`src/rtl/core/tcca_pkg.sv`:
```
// Shared constants and controller/datapath interface types for the clip aggregator.
package tcca_pkg;

    localparam int MAX_COUNT = 32;
    localparam int MAX_WIDTH = 16;
    localparam int STORE_CAP = MAX_COUNT * MAX_WIDTH;
    localparam int ADDR_W    = $clog2(STORE_CAP);
    localparam int LD_W      = $clog2(STORE_CAP + 1);
    localparam int VEC_W     = $clog2(MAX_COUNT);
    localparam int DEN_W     = $clog2(MAX_COUNT + 1);
    localparam int DATA_W    = 64;
    localparam int COORD_W   = 4;
    localparam int VW_W      = 5;
    localparam int TRIM_W    = 5;
    localparam int ITER_W    = 16;
    localparam int Q_W       = 63;
    localparam int STAT_W    = 2;
    localparam int CIDX_W    = 8;

    localparam logic [DATA_W-1:0] NORM_LIMIT = 64'd3037000499;

    typedef enum logic [STAT_W-1:0] {
        STAT_OK     = 2'd0,
        STAT_QBOUND = 2'd1,
        STAT_OVF    = 2'd2,
        STAT_BAD    = 2'd3
    } status_t;

    typedef enum logic [CIDX_W-1:0] {
        CFG_VECTOR_WIDTH = 8'd0,
        CFG_TRIM_COUNT   = 8'd1,
        CFG_ITER_COUNT   = 8'd2,
        CFG_MAX_ABS_Q    = 8'd3
    } cfg_index_t;

    typedef struct packed {
        logic               val_we;
        logic               val_re;
        logic [ADDR_W-1:0]  val_addr;
        logic               norm_mul;
        logic               norm_acc;
        logic               norm_we;
        logic               norm_re;
        logic [VEC_W-1:0]   vec_idx;
        logic               best_clr;
        logic               best_upd;
        logic               dev_we;
        logic               dev_re;
        logic [ADDR_W-1:0]  dev_addr;
        logic               sel_init;
        logic               sel_cnt;
        logic               sel_bit;
        logic [LD_W-1:0]    sel_k;
        logic               col_d;
        logic               col_s;
        logic               col_sum;
        logic               sum_clr;
        logic               div_start;
        logic               rnd;
        logic               c_clr;
        logic               c_we;
        logic [COORD_W-1:0] coord;
        logic               out_zero;
        logic [DEN_W-1:0]   den;
    } cmd_t;

    typedef struct packed {
        logic bnd_fail;
        logic nrm_big;
        logic nrm_ovf;
        logic take;
        logic dev_ovf;
        logic sel_last;
        logic rad_ovf;
        logic s_ovf;
        logic sum_ovf;
        logic div_done;
        logic div_ovf;
        logic c_same;
    } stat_t;

endpackage

```
`src/rtl/core/tcca_ctrl.sv`:
```
// Controller: load, checks, norm, trim, clipping rounds and result sequencing.
module tcca_ctrl (
    input  logic                         aclk,
    input  logic                         aresetn,
    input  logic [tcca_pkg::VW_W-1:0]    cfg_vw,
    input  logic [tcca_pkg::TRIM_W-1:0]  cfg_trim,
    input  logic [tcca_pkg::ITER_W-1:0]  cfg_iter,
    input  logic                         cfg_q_zero,
    input  logic                         s_valid,
    input  logic                         s_last_in_set,
    output logic                         s_ready,
    output logic                         m_valid,
    input  logic                         m_ready,
    output logic [tcca_pkg::COORD_W-1:0] m_coord_index,
    output logic [tcca_pkg::STAT_W-1:0]  m_status,
    output logic                         m_last_result,
    output tcca_pkg::cmd_t               cmd,
    input  tcca_pkg::stat_t              st
);
    import tcca_pkg::*;

    typedef enum logic [27:0] {
        ST_LOAD     = 28'h0000001,
        ST_CHECK    = 28'h0000002,
        ST_DIVN     = 28'h0000004,
        ST_BND_RD   = 28'h0000008,
        ST_BND_CHK  = 28'h0000010,
        ST_NRM_RD   = 28'h0000020,
        ST_NRM_MUL  = 28'h0000040,
        ST_NRM_ACC  = 28'h0000080,
        ST_TRM_RD   = 28'h0000100,
        ST_TRM_CMP  = 28'h0000200,
        ST_TRM_MARK = 28'h0000400,
        ST_DEV_RD   = 28'h0000800,
        ST_DEV_WR   = 28'h0001000,
        ST_SEL_INIT = 28'h0002000,
        ST_SEL_RD   = 28'h0004000,
        ST_SEL_CNT  = 28'h0008000,
        ST_SEL_BIT  = 28'h0010000,
        ST_RAD      = 28'h0020000,
        ST_COL_RD   = 28'h0040000,
        ST_COL_D    = 28'h0080000,
        ST_COL_S    = 28'h0100000,
        ST_COL_SUM  = 28'h0200000,
        ST_DIV      = 28'h0400000,
        ST_DIV_WAIT = 28'h0800000,
        ST_RND      = 28'h1000000,
        ST_CWR      = 28'h2000000,
        ST_OUT      = 28'h4000000,
        ST_OUT_ERR  = 28'h8000000
    } state_t;

    state_t               state_reg, state_next;
    logic [LD_W-1:0]      ld_cnt_reg, ld_cnt_next;
    logic                 lost_reg, lost_next;
    logic [LD_W-1:0]      rem_reg, rem_next;
    logic [LD_W-1:0]      cnt_reg, cnt_next;
    logic [VEC_W-1:0]     i_reg, i_next;
    logic [COORD_W-1:0]   j_reg, j_next;
    logic [ADDR_W-1:0]    base_reg, base_next;
    logic [TRIM_W-1:0]    t_reg, t_next;
    logic [MAX_COUNT-1:0] mask_reg, mask_next;
    logic [VEC_W-1:0]     best_reg, best_next;
    logic [LD_W-1:0]      nd_reg, nd_next;
    logic [LD_W-1:0]      e_reg, e_next;
    logic [ITER_W-1:0]    it_reg, it_next;
    logic                 same_reg, same_next;
    status_t              stat_reg, stat_next;

    logic last_vec, last_j, last_e, skip;

    assign last_vec = LD_W'(i_reg) == (cnt_reg - LD_W'(1));
    assign last_j   = {1'b0, j_reg} == (cfg_vw - VW_W'(1));
    assign last_e   = e_reg == (nd_reg - LD_W'(1));
    assign skip     = mask_reg[i_reg];

    always_comb begin
        state_next = state_reg;
        ld_cnt_next = ld_cnt_reg;
        lost_next = lost_reg;
        rem_next = rem_reg;
        cnt_next = cnt_reg;
        i_next = i_reg;
        j_next = j_reg;
        base_next = base_reg;
        t_next = t_reg;
        mask_next = mask_reg;
        best_next = best_reg;
        nd_next = nd_reg;
        e_next = e_reg;
        it_next = it_reg;
        same_next = same_reg;
        stat_next = stat_reg;

        cmd          = '0;
        cmd.val_addr = base_reg + ADDR_W'(j_reg);
        cmd.vec_idx  = i_reg;
        cmd.dev_addr = nd_reg[ADDR_W-1:0];
        cmd.sel_k    = nd_reg >> 1;
        cmd.coord    = j_reg;
        cmd.den      = DEN_W'(cnt_reg - LD_W'(cfg_trim));

        s_ready = 1'b0;
        m_valid = 1'b0;

        unique case (state_reg)
            ST_LOAD: begin
                s_ready      = 1'b1;
                cmd.val_addr = ld_cnt_reg[ADDR_W-1:0];
                if (s_valid) begin
                    if (ld_cnt_reg < LD_W'(STORE_CAP)) begin
                        cmd.val_we  = 1'b1;
                        ld_cnt_next = ld_cnt_reg + LD_W'(1);
                    end else begin
                        lost_next = 1'b1;
                    end
                    if (s_last_in_set) state_next = ST_CHECK;
                end
            end
            ST_CHECK: begin
                cmd.c_clr   = 1'b1;
                ld_cnt_next = '0;
                lost_next   = 1'b0;
                mask_next   = '0;
                rem_next    = ld_cnt_reg;
                cnt_next    = '0;
                if (lost_reg || cfg_vw == '0 || int'(cfg_vw) > MAX_WIDTH ||
                    cfg_iter == '0 || cfg_q_zero) begin
                    stat_next  = STAT_BAD;
                    state_next = ST_OUT_ERR;
                end else begin
                    state_next = ST_DIVN;
                end
            end
            ST_DIVN: begin
                // vector count by repeated subtraction
                if (rem_reg >= LD_W'(cfg_vw)) begin
                    rem_next = rem_reg - LD_W'(cfg_vw);
                    cnt_next = cnt_reg + LD_W'(1);
                end else if (rem_reg != '0 || cnt_reg == '0 ||
                             cnt_reg > LD_W'(MAX_COUNT) || LD_W'(cfg_trim) >= cnt_reg) begin
                    stat_next  = STAT_BAD;
                    state_next = ST_OUT_ERR;
                end else begin
                    i_next     = '0;
                    j_next     = '0;
                    base_next  = '0;
                    state_next = ST_BND_RD;
                end
            end
            ST_BND_RD: begin
                cmd.val_re = 1'b1;
                state_next = ST_BND_CHK;
            end
            ST_BND_CHK: begin
                if (st.bnd_fail) begin
                    stat_next  = STAT_QBOUND;
                    state_next = ST_OUT_ERR;
                end else if (last_j) begin
                    j_next     = '0;
                    state_next = ST_NRM_RD;
                end else begin
                    j_next     = j_reg + COORD_W'(1);
                    state_next = ST_BND_RD;
                end
            end
            ST_NRM_RD: begin
                cmd.val_re = 1'b1;
                state_next = ST_NRM_MUL;
            end
            ST_NRM_MUL: begin
                if (st.nrm_big) begin
                    stat_next  = STAT_OVF;
                    state_next = ST_OUT_ERR;
                end else begin
                    cmd.norm_mul = 1'b1;
                    state_next   = ST_NRM_ACC;
                end
            end
            ST_NRM_ACC: begin
                if (st.nrm_ovf) begin
                    stat_next  = STAT_OVF;
                    state_next = ST_OUT_ERR;
                end else begin
                    cmd.norm_acc = 1'b1;
                    if (last_j) begin
                        cmd.norm_we = 1'b1;
                        j_next      = '0;
                        if (last_vec) begin
                            i_next = '0;
                            t_next = '0;
                            if (cfg_trim == '0) begin
                                base_next  = '0;
                                nd_next    = '0;
                                it_next    = '0;
                                same_next  = 1'b1;
                                state_next = ST_DEV_RD;
                            end else begin
                                cmd.best_clr = 1'b1;
                                state_next   = ST_TRM_RD;
                            end
                        end else begin
                            i_next     = i_reg + VEC_W'(1);
                            base_next  = base_reg + ADDR_W'(cfg_vw);
                            state_next = ST_BND_RD;
                        end
                    end else begin
                        j_next     = j_reg + COORD_W'(1);
                        state_next = ST_NRM_RD;
                    end
                end
            end
            ST_TRM_RD: begin
                if (skip) begin
                    if (last_vec) state_next = ST_TRM_MARK;
                    else          i_next = i_reg + VEC_W'(1);
                end else begin
                    cmd.norm_re = 1'b1;
                    state_next  = ST_TRM_CMP;
                end
            end
            ST_TRM_CMP: begin
                // later vector wins a tie
                if (st.take) begin
                    cmd.best_upd = 1'b1;
                    best_next    = i_reg;
                end
                if (last_vec) begin
                    state_next = ST_TRM_MARK;
                end else begin
                    i_next     = i_reg + VEC_W'(1);
                    state_next = ST_TRM_RD;
                end
            end
            ST_TRM_MARK: begin
                mask_next[best_reg] = 1'b1;
                i_next = '0;
                if (t_reg == cfg_trim - TRIM_W'(1)) begin
                    base_next  = '0;
                    j_next     = '0;
                    nd_next    = '0;
                    it_next    = '0;
                    same_next  = 1'b1;
                    state_next = ST_DEV_RD;
                end else begin
                    t_next       = t_reg + TRIM_W'(1);
                    cmd.best_clr = 1'b1;
                    state_next   = ST_TRM_RD;
                end
            end
            ST_DEV_RD: begin
                if (skip) begin
                    if (last_vec) begin
                        state_next = ST_SEL_INIT;
                    end else begin
                        i_next    = i_reg + VEC_W'(1);
                        base_next = base_reg + ADDR_W'(cfg_vw);
                    end
                end else begin
                    cmd.val_re = 1'b1;
                    state_next = ST_DEV_WR;
                end
            end
            ST_DEV_WR: begin
                if (st.dev_ovf) begin
                    stat_next  = STAT_OVF;
                    state_next = ST_OUT_ERR;
                end else begin
                    cmd.dev_we = 1'b1;
                    nd_next    = nd_reg + LD_W'(1);
                    if (last_j) begin
                        j_next = '0;
                        if (last_vec) begin
                            state_next = ST_SEL_INIT;
                        end else begin
                            i_next     = i_reg + VEC_W'(1);
                            base_next  = base_reg + ADDR_W'(cfg_vw);
                            state_next = ST_DEV_RD;
                        end
                    end else begin
                        j_next     = j_reg + COORD_W'(1);
                        state_next = ST_DEV_RD;
                    end
                end
            end
            ST_SEL_INIT: begin
                cmd.sel_init = 1'b1;
                e_next       = '0;
                state_next   = ST_SEL_RD;
            end
            ST_SEL_RD: begin
                cmd.dev_re   = 1'b1;
                cmd.dev_addr = e_reg[ADDR_W-1:0];
                state_next   = ST_SEL_CNT;
            end
            ST_SEL_CNT: begin
                cmd.sel_cnt = 1'b1;
                if (last_e) begin
                    state_next = ST_SEL_BIT;
                end else begin
                    e_next     = e_reg + LD_W'(1);
                    state_next = ST_SEL_RD;
                end
            end
            ST_SEL_BIT: begin
                cmd.sel_bit = 1'b1;
                e_next      = '0;
                state_next  = st.sel_last ? ST_RAD : ST_SEL_RD;
            end
            ST_RAD: begin
                if (st.rad_ovf) begin
                    stat_next  = STAT_OVF;
                    state_next = ST_OUT_ERR;
                end else begin
                    i_next      = '0;
                    j_next      = '0;
                    base_next   = '0;
                    cmd.sum_clr = 1'b1;
                    state_next  = ST_COL_RD;
                end
            end
            ST_COL_RD: begin
                if (skip) begin
                    if (last_vec) begin
                        state_next = ST_DIV;
                    end else begin
                        i_next    = i_reg + VEC_W'(1);
                        base_next = base_reg + ADDR_W'(cfg_vw);
                    end
                end else begin
                    cmd.val_re = 1'b1;
                    state_next = ST_COL_D;
                end
            end
            ST_COL_D: begin
                if (st.dev_ovf) begin
                    stat_next  = STAT_OVF;
                    state_next = ST_OUT_ERR;
                end else begin
                    cmd.col_d  = 1'b1;
                    state_next = ST_COL_S;
                end
            end
            ST_COL_S: begin
                if (st.s_ovf) begin
                    stat_next  = STAT_OVF;
                    state_next = ST_OUT_ERR;
                end else begin
                    cmd.col_s  = 1'b1;
                    state_next = ST_COL_SUM;
                end
            end
            ST_COL_SUM: begin
                if (st.sum_ovf) begin
                    stat_next  = STAT_OVF;
                    state_next = ST_OUT_ERR;
                end else begin
                    cmd.col_sum = 1'b1;
                    if (last_vec) begin
                        state_next = ST_DIV;
                    end else begin
                        i_next     = i_reg + VEC_W'(1);
                        base_next  = base_reg + ADDR_W'(cfg_vw);
                        state_next = ST_COL_RD;
                    end
                end
            end
            ST_DIV: begin
                cmd.div_start = 1'b1;
                state_next    = ST_DIV_WAIT;
            end
            ST_DIV_WAIT: begin
                if (st.div_done) state_next = ST_RND;
            end
            ST_RND: begin
                if (st.div_ovf) begin
                    stat_next  = STAT_OVF;
                    state_next = ST_OUT_ERR;
                end else begin
                    cmd.rnd    = 1'b1;
                    state_next = ST_CWR;
                end
            end
            ST_CWR: begin
                cmd.c_we  = 1'b1;
                same_next = same_reg && st.c_same;
                i_next    = '0;
                base_next = '0;
                if (last_j) begin
                    j_next = '0;
                    // a round that leaves the center unchanged is a fixed point
                    if ((same_reg && st.c_same) || it_reg == cfg_iter - ITER_W'(1)) begin
                        stat_next  = STAT_OK;
                        state_next = ST_OUT;
                    end else begin
                        it_next    = it_reg + ITER_W'(1);
                        nd_next    = '0;
                        same_next  = 1'b1;
                        state_next = ST_DEV_RD;
                    end
                end else begin
                    j_next      = j_reg + COORD_W'(1);
                    cmd.sum_clr = 1'b1;
                    state_next  = ST_COL_RD;
                end
            end
            ST_OUT: begin
                m_valid = 1'b1;
                if (m_ready) begin
                    if (last_j) begin
                        j_next     = '0;
                        state_next = ST_LOAD;
                    end else begin
                        j_next = j_reg + COORD_W'(1);
                    end
                end
            end
            ST_OUT_ERR: begin
                m_valid      = 1'b1;
                cmd.out_zero = 1'b1;
                cmd.coord    = '0;
                if (m_ready) begin
                    j_next     = '0;
                    state_next = ST_LOAD;
                end
            end
            default: begin
                state_next = ST_LOAD;
            end
        endcase
    end

    always_ff @(posedge aclk) begin
        if (!aresetn) begin
            state_reg  <= ST_LOAD;
            ld_cnt_reg <= '0;
            lost_reg   <= 1'b0;
            mask_reg   <= '0;
            i_reg      <= '0;
            j_reg      <= '0;
            base_reg   <= '0;
            t_reg      <= '0;
            nd_reg     <= '0;
            e_reg      <= '0;
            it_reg     <= '0;
            same_reg   <= 1'b1;
            stat_reg   <= STAT_OK;
            rem_reg    <= '0;
            cnt_reg    <= '0;
            best_reg   <= '0;
        end else begin
            state_reg  <= state_next;
            ld_cnt_reg <= ld_cnt_next;
            lost_reg   <= lost_next;
            mask_reg   <= mask_next;
            i_reg      <= i_next;
            j_reg      <= j_next;
            base_reg   <= base_next;
            t_reg      <= t_next;
            nd_reg     <= nd_next;
            e_reg      <= e_next;
            it_reg     <= it_next;
            same_reg   <= same_next;
            stat_reg   <= stat_next;
            rem_reg    <= rem_next;
            cnt_reg    <= cnt_next;
            best_reg   <= best_next;
        end
    end

    assign m_coord_index = (state_reg == ST_OUT_ERR) ? '0 : j_reg;
    assign m_status      = (state_reg == ST_OUT_ERR) ? stat_reg : STAT_OK;
    assign m_last_result = (state_reg == ST_OUT_ERR) || last_j;

endmodule

```
`config.mk`:
```
export PLATFORM = sky130hd
export DESIGN_NAME = tcca_ctrl
export DESIGN_NICKNAME = d
export VERILOG_FILES = /design/src/rtl/core/tcca_pkg.sv /design/src/rtl/core/tcca_ctrl.sv
export SDC_FILE = /design/constraint.sdc
export NUM_CORES = 1
export LEC_CHECK = 0
export BUFFER_PORTS_ARGS = -buffer_cell sky130_fd_sc_hd__buf_4
export CORE_MARGIN = 1.5
export CORE_UTILIZATION = 49
export CTS_CLUSTER_DIAMETER = 100
export CTS_CLUSTER_SIZE = 16
export DETAILED_ROUTE_END_ITERATION = 10
export GPL_TIMING_DRIVEN = 0
export PLACE_DENSITY_LB_ADDON = 0.2
export SYNTH_ARGS = -nofsm -noshare
export SYNTH_HDL_FRONTEND = slang
export SYNTH_SLANG_ARGS = --single-unit
```
`constraint.sdc`:
```
create_clock -name aclk -period 8.1 [get_ports aclk]
set_input_delay 1.62 -clock aclk [delete_from_list [all_inputs] [get_ports aclk]]
set_output_delay 1.62 -clock aclk [all_outputs]
set_load 0.01 [all_outputs]
```
==> results by group <==
Status
  • Status: completed

Pwr
  • Psw: 0.6135 mW
  • Sequential Power Share: 41.3%
  • Power per cell area: 144.2 nW/um2
  • Internal power: between 1 and 1.5 mW
  • Maximum vdd ir drop: between 150 and 200 uV
  • Gate power share: 15.1%
  • Switching share of total power: around a third
  • Leak: 5.199 nW
  • Clk pwr share: 43.6%
  • Total power: between 1.5 and 2 mW

Timing
  • Final period utilization: 73.21%
  • Final setup vio count: 0
  • Max Transition Viols Final: 0
  • RSZ-0062 raised after global routing: false
  • Setup TNS: 0 ps
  • Worst-Margin Slew: about 1300 ps
  • Slew HR: 13.52%
  • Setup skew after layout: roughly 17 ps
  • Final Hold Fails: 0
  • Min cycle time layout: 5930 ps
  • Fmax: between 0.15 and 0.2 GHz
  • Final worst setup slack: 2170 ps

Global route
  • Grt total ovfl: 0
  • First-pass GRT wire length: 58100 um
  • Pin count of the biggest net entering global routing: 20
  • Vias in the first global route: approximately 11000
  • Initial antenna violation count: 0
  • Global-route usage over all layers: approximately 30%

Synth
  • Top FF cell, synth: dfxtp_1
  • Ys async rst share: 0%
  • Most area-consuming cells after synthesis: dfxtp_1 28%, nand2_1 5.8%, a21oi_1 5.0%
  • Synth Warn #: 0
  • Top-area cell type share of the netlist area: between 20% and 30%
  • Syn Inst Count: ~1500
  • Post-synth EDFFs: 0
  • Seq/Total Area, Yosys: 27.62%
  • Flip-flop and latch count after synthesis: about 160
  • Netlist cell types: 87
  • Mean post-synth cell area: between 7 and 8 um2
  • Area leader, netlist: dfxtp_1
  • Area of the mapped netlist: between 10000 and 15000 um2
  • Post-Syn Nets: ~1600

Floorplan
  • Chip Width: roughly 160 um
  • Die Y: between 150 and 200 um
  • IO Pins: ~120
  • Die area: about 24000 um2
  • Core Region: roughly 23000 um2
  • Site Rows: 55
  • Initial Utilization: around half

Critical path
  • R2r startpoint: state_reg[0]
  • Critical R2R Capture: j_reg[3]
  • WP data required: ~6500 ps
  • CP Launch Type: input pin
  • Arrival time at the worst endpoint: ~4300 ps
  • Slowest library cell on the worst path: clkbuf_1
  • Cell Chain, Critical Path: buf_4 -> inv_1 -> ha_1 -> nor2b_1 -> or4_1 -> and3_1 -> nor2_1 -> clkbuf_1 -> nand3_1 -> o21bai_1 -> buf_4
  • Buf+Inv Stages, Crit Path: 4
  • CP max stage delay: 500 ps
  • Top cell by count, worst path: buf_4
  • Family with the most delay on the worst path: simple AND/OR/NAND/NOR gates
  • Max Fanout on Critical Path: 10
  • R2R depth: 8
  • Crit end category: output pin
  • Kind of critical path: input pin to output pin
  • R2R setup slack: about 3900 ps

Placed design
  • Hpwl dp: 28080 um
  • Port bufs: 115
  • Gp weighted congestion: 0.9727
  • Post-placement setup slack: between 2000 and 2500 ps
  • Area after DPL: roughly 13000 um2

Clocking
  • CTS Buffer Depth: 2
  • CTS Buf Count: 17
  • # resized after CTS: 0
  • CTS tree: built
  • H-tree depth: 4
  • CTS Root Cell: clkbuf_16
  • Skew-Pair Late Insertion Delay: between 400 and 500 ps
  • Clock-pin slew on the worst setup and hold paths: approximately 80 ps
  • Hold-fix buffers, CTS: 0
  • Setup Fix Bufs, Post-CTS: 0
  • Sink Count: between 150 and 200

Worst hold path
  • HP Class: register to register
  • Hold Startpoint: mask_reg[20]
  • Worst hold stages: 2
  • Worst Hold End: mask_reg[20]

Drt
  • Drt wl/cell: between 15 and 20 um
  • Via count: between 10000 and 15000
  • Drt pass-1 iters: 8
  • Antenna viol nets, final: 0
  • DRC viols: 0
  • Initial drt markers: 993
  • Post-DR vias/cell: 6.076
  • WL final: 36980 um

Cells and area
  • Fin nets: around 1700
  • Number of diodes: 0
  • Layout area overhead: 16.45%
  • Number of flip-flops in the largest register: 32
  • Fin area: approximately 13000 um2
  • Fraction of layout cells with a size suffix above 1: between 10% and 20%

Job
  • Max Cap Viol: 0
[cell type report]
class                           instances  area, um2
Buffer                                103      470.5
Clock buffer                           17      425.4
Clock inverter                         15      185.2
Fill cell                            2141       9440
Inverter                               61      229.0
Multi-Input combinational cell       1201       7605
Sequential cell                       158       3163
Tap cell                              313      391.6
Timing Repair Buffer                  116      868.3
[worst max path at each step]
| stage | from | endpoint | slack (ps) | depth (start not counted) |
|---|---|---|---|---|
| 6_report | cfg_vw[1] | cmd[44] | 2170 | 11 |
| 5_1_grt | state_reg[17] | cmd[40] | 2030 | 9 |
| 4_1_cts | cfg_vw[1] | cmd[44] | 2260 | 11 |
| 3_5_place_dp | cfg_vw[1] | cmd[44] | 2260 | 11 |
| 3_3_place_gp | cfg_vw[1] | cmd[44] | 2270 | 11 |
| 2_1_floorplan | cfg_vw[0] | cmd[44] | 3090 | 9 |
[cells by family (layout without fill, tap and decap cells)]
logic type               count (synthesis)  after routing  synth area share, %
adder cells (fa/ha/maj)                 42             42                4.850
buffers and inverters                  164            312                6.107
AO/OA/AOI/OAI                          320            320                17.72
XOR/XNOR                                83             83                6.467
multiplexers                            33             33                3.594
flip-flops                             158            158                27.62
other                                    1              1              0.03274
AND/OR/NAND/NOR                        722            722                33.61
[metal layers]
| metal | part of all wire, % | vias up | global-route usage [%] |
|---|---|---|---|
| li1 | - | 5813 | - |
| met1 | 43 | 5691 | 39.53 |
| met2 | 47 | 476 | 49.95 |
| met3 | 7.3 | 74 | 4.889 |
| met4 | 2.7 | 0 | 10.39 |
| met5 | 0 | - | 0 |
[layout by cell type (no fill, tap or decap), drive strengths merged, types with 23 or more instances in the layout]
cell / count
xor2: 36
inv: 69
clkbuf: 92
xnor2: 46
and3: 23
nand2b: 29
or4: 30
ha: 38
nor2b: 32
buf: 144
nor3: 68
nand3: 53
dfxtp: 158
nor4: 46
a21oi: 114
nor2: 121
o21ai: 69
nand2: 176
nand4: 47
[through the flow]
step	std cells	hold slack (ps)	utilization, %
after floorplan	1523	428.4	-
after global placement	1951	437.5	55.79
after detailed placement	1952	442.7	55.84
after CTS	1984	453.2	58.52
after global routing	1984	472.1	58.56
final	1984	453.3	58.56
[cell usage after synthesis (all sizes together), types with 14 or more instances]
cell type / number
xor2: 36
and3: 23
mux2i: 22
nor4: 46
nor2: 121
o21ai: 69
a21oi: 114
nor3: 68
clkbuf: 75
nor2b: 32
inv: 61
nand2b: 29
nand3: 53
dfxtp: 158
xnor2: 46
nand2: 176
or4: 30
and2: 19
or3: 20
a211oi: 14
ha: 38
nand4: 47
buf: 28
[worst min-delay path, delay by kind of cell (launching register included)]
kind,cells,cell delay [ps]
AO/OA/AOI/OAI,1,50
flip-flops,1,310
AND/OR/NAND/NOR,1,50
[power by group through the flow]
stage	registers [mW]	clock network [mW]	logic [mW]
6_report	0.794	0.839	0.291
5_1_grt	0.796	0.878	0.314
4_1_cts	0.794	0.841	0.285
3_5_place_dp	0.812	0	0.283
3_3_place_gp	0.812	0	0.279
2_1_floorplan	0.810	0	0.166
No activity file was read; power rests on OpenSTA's default activity.
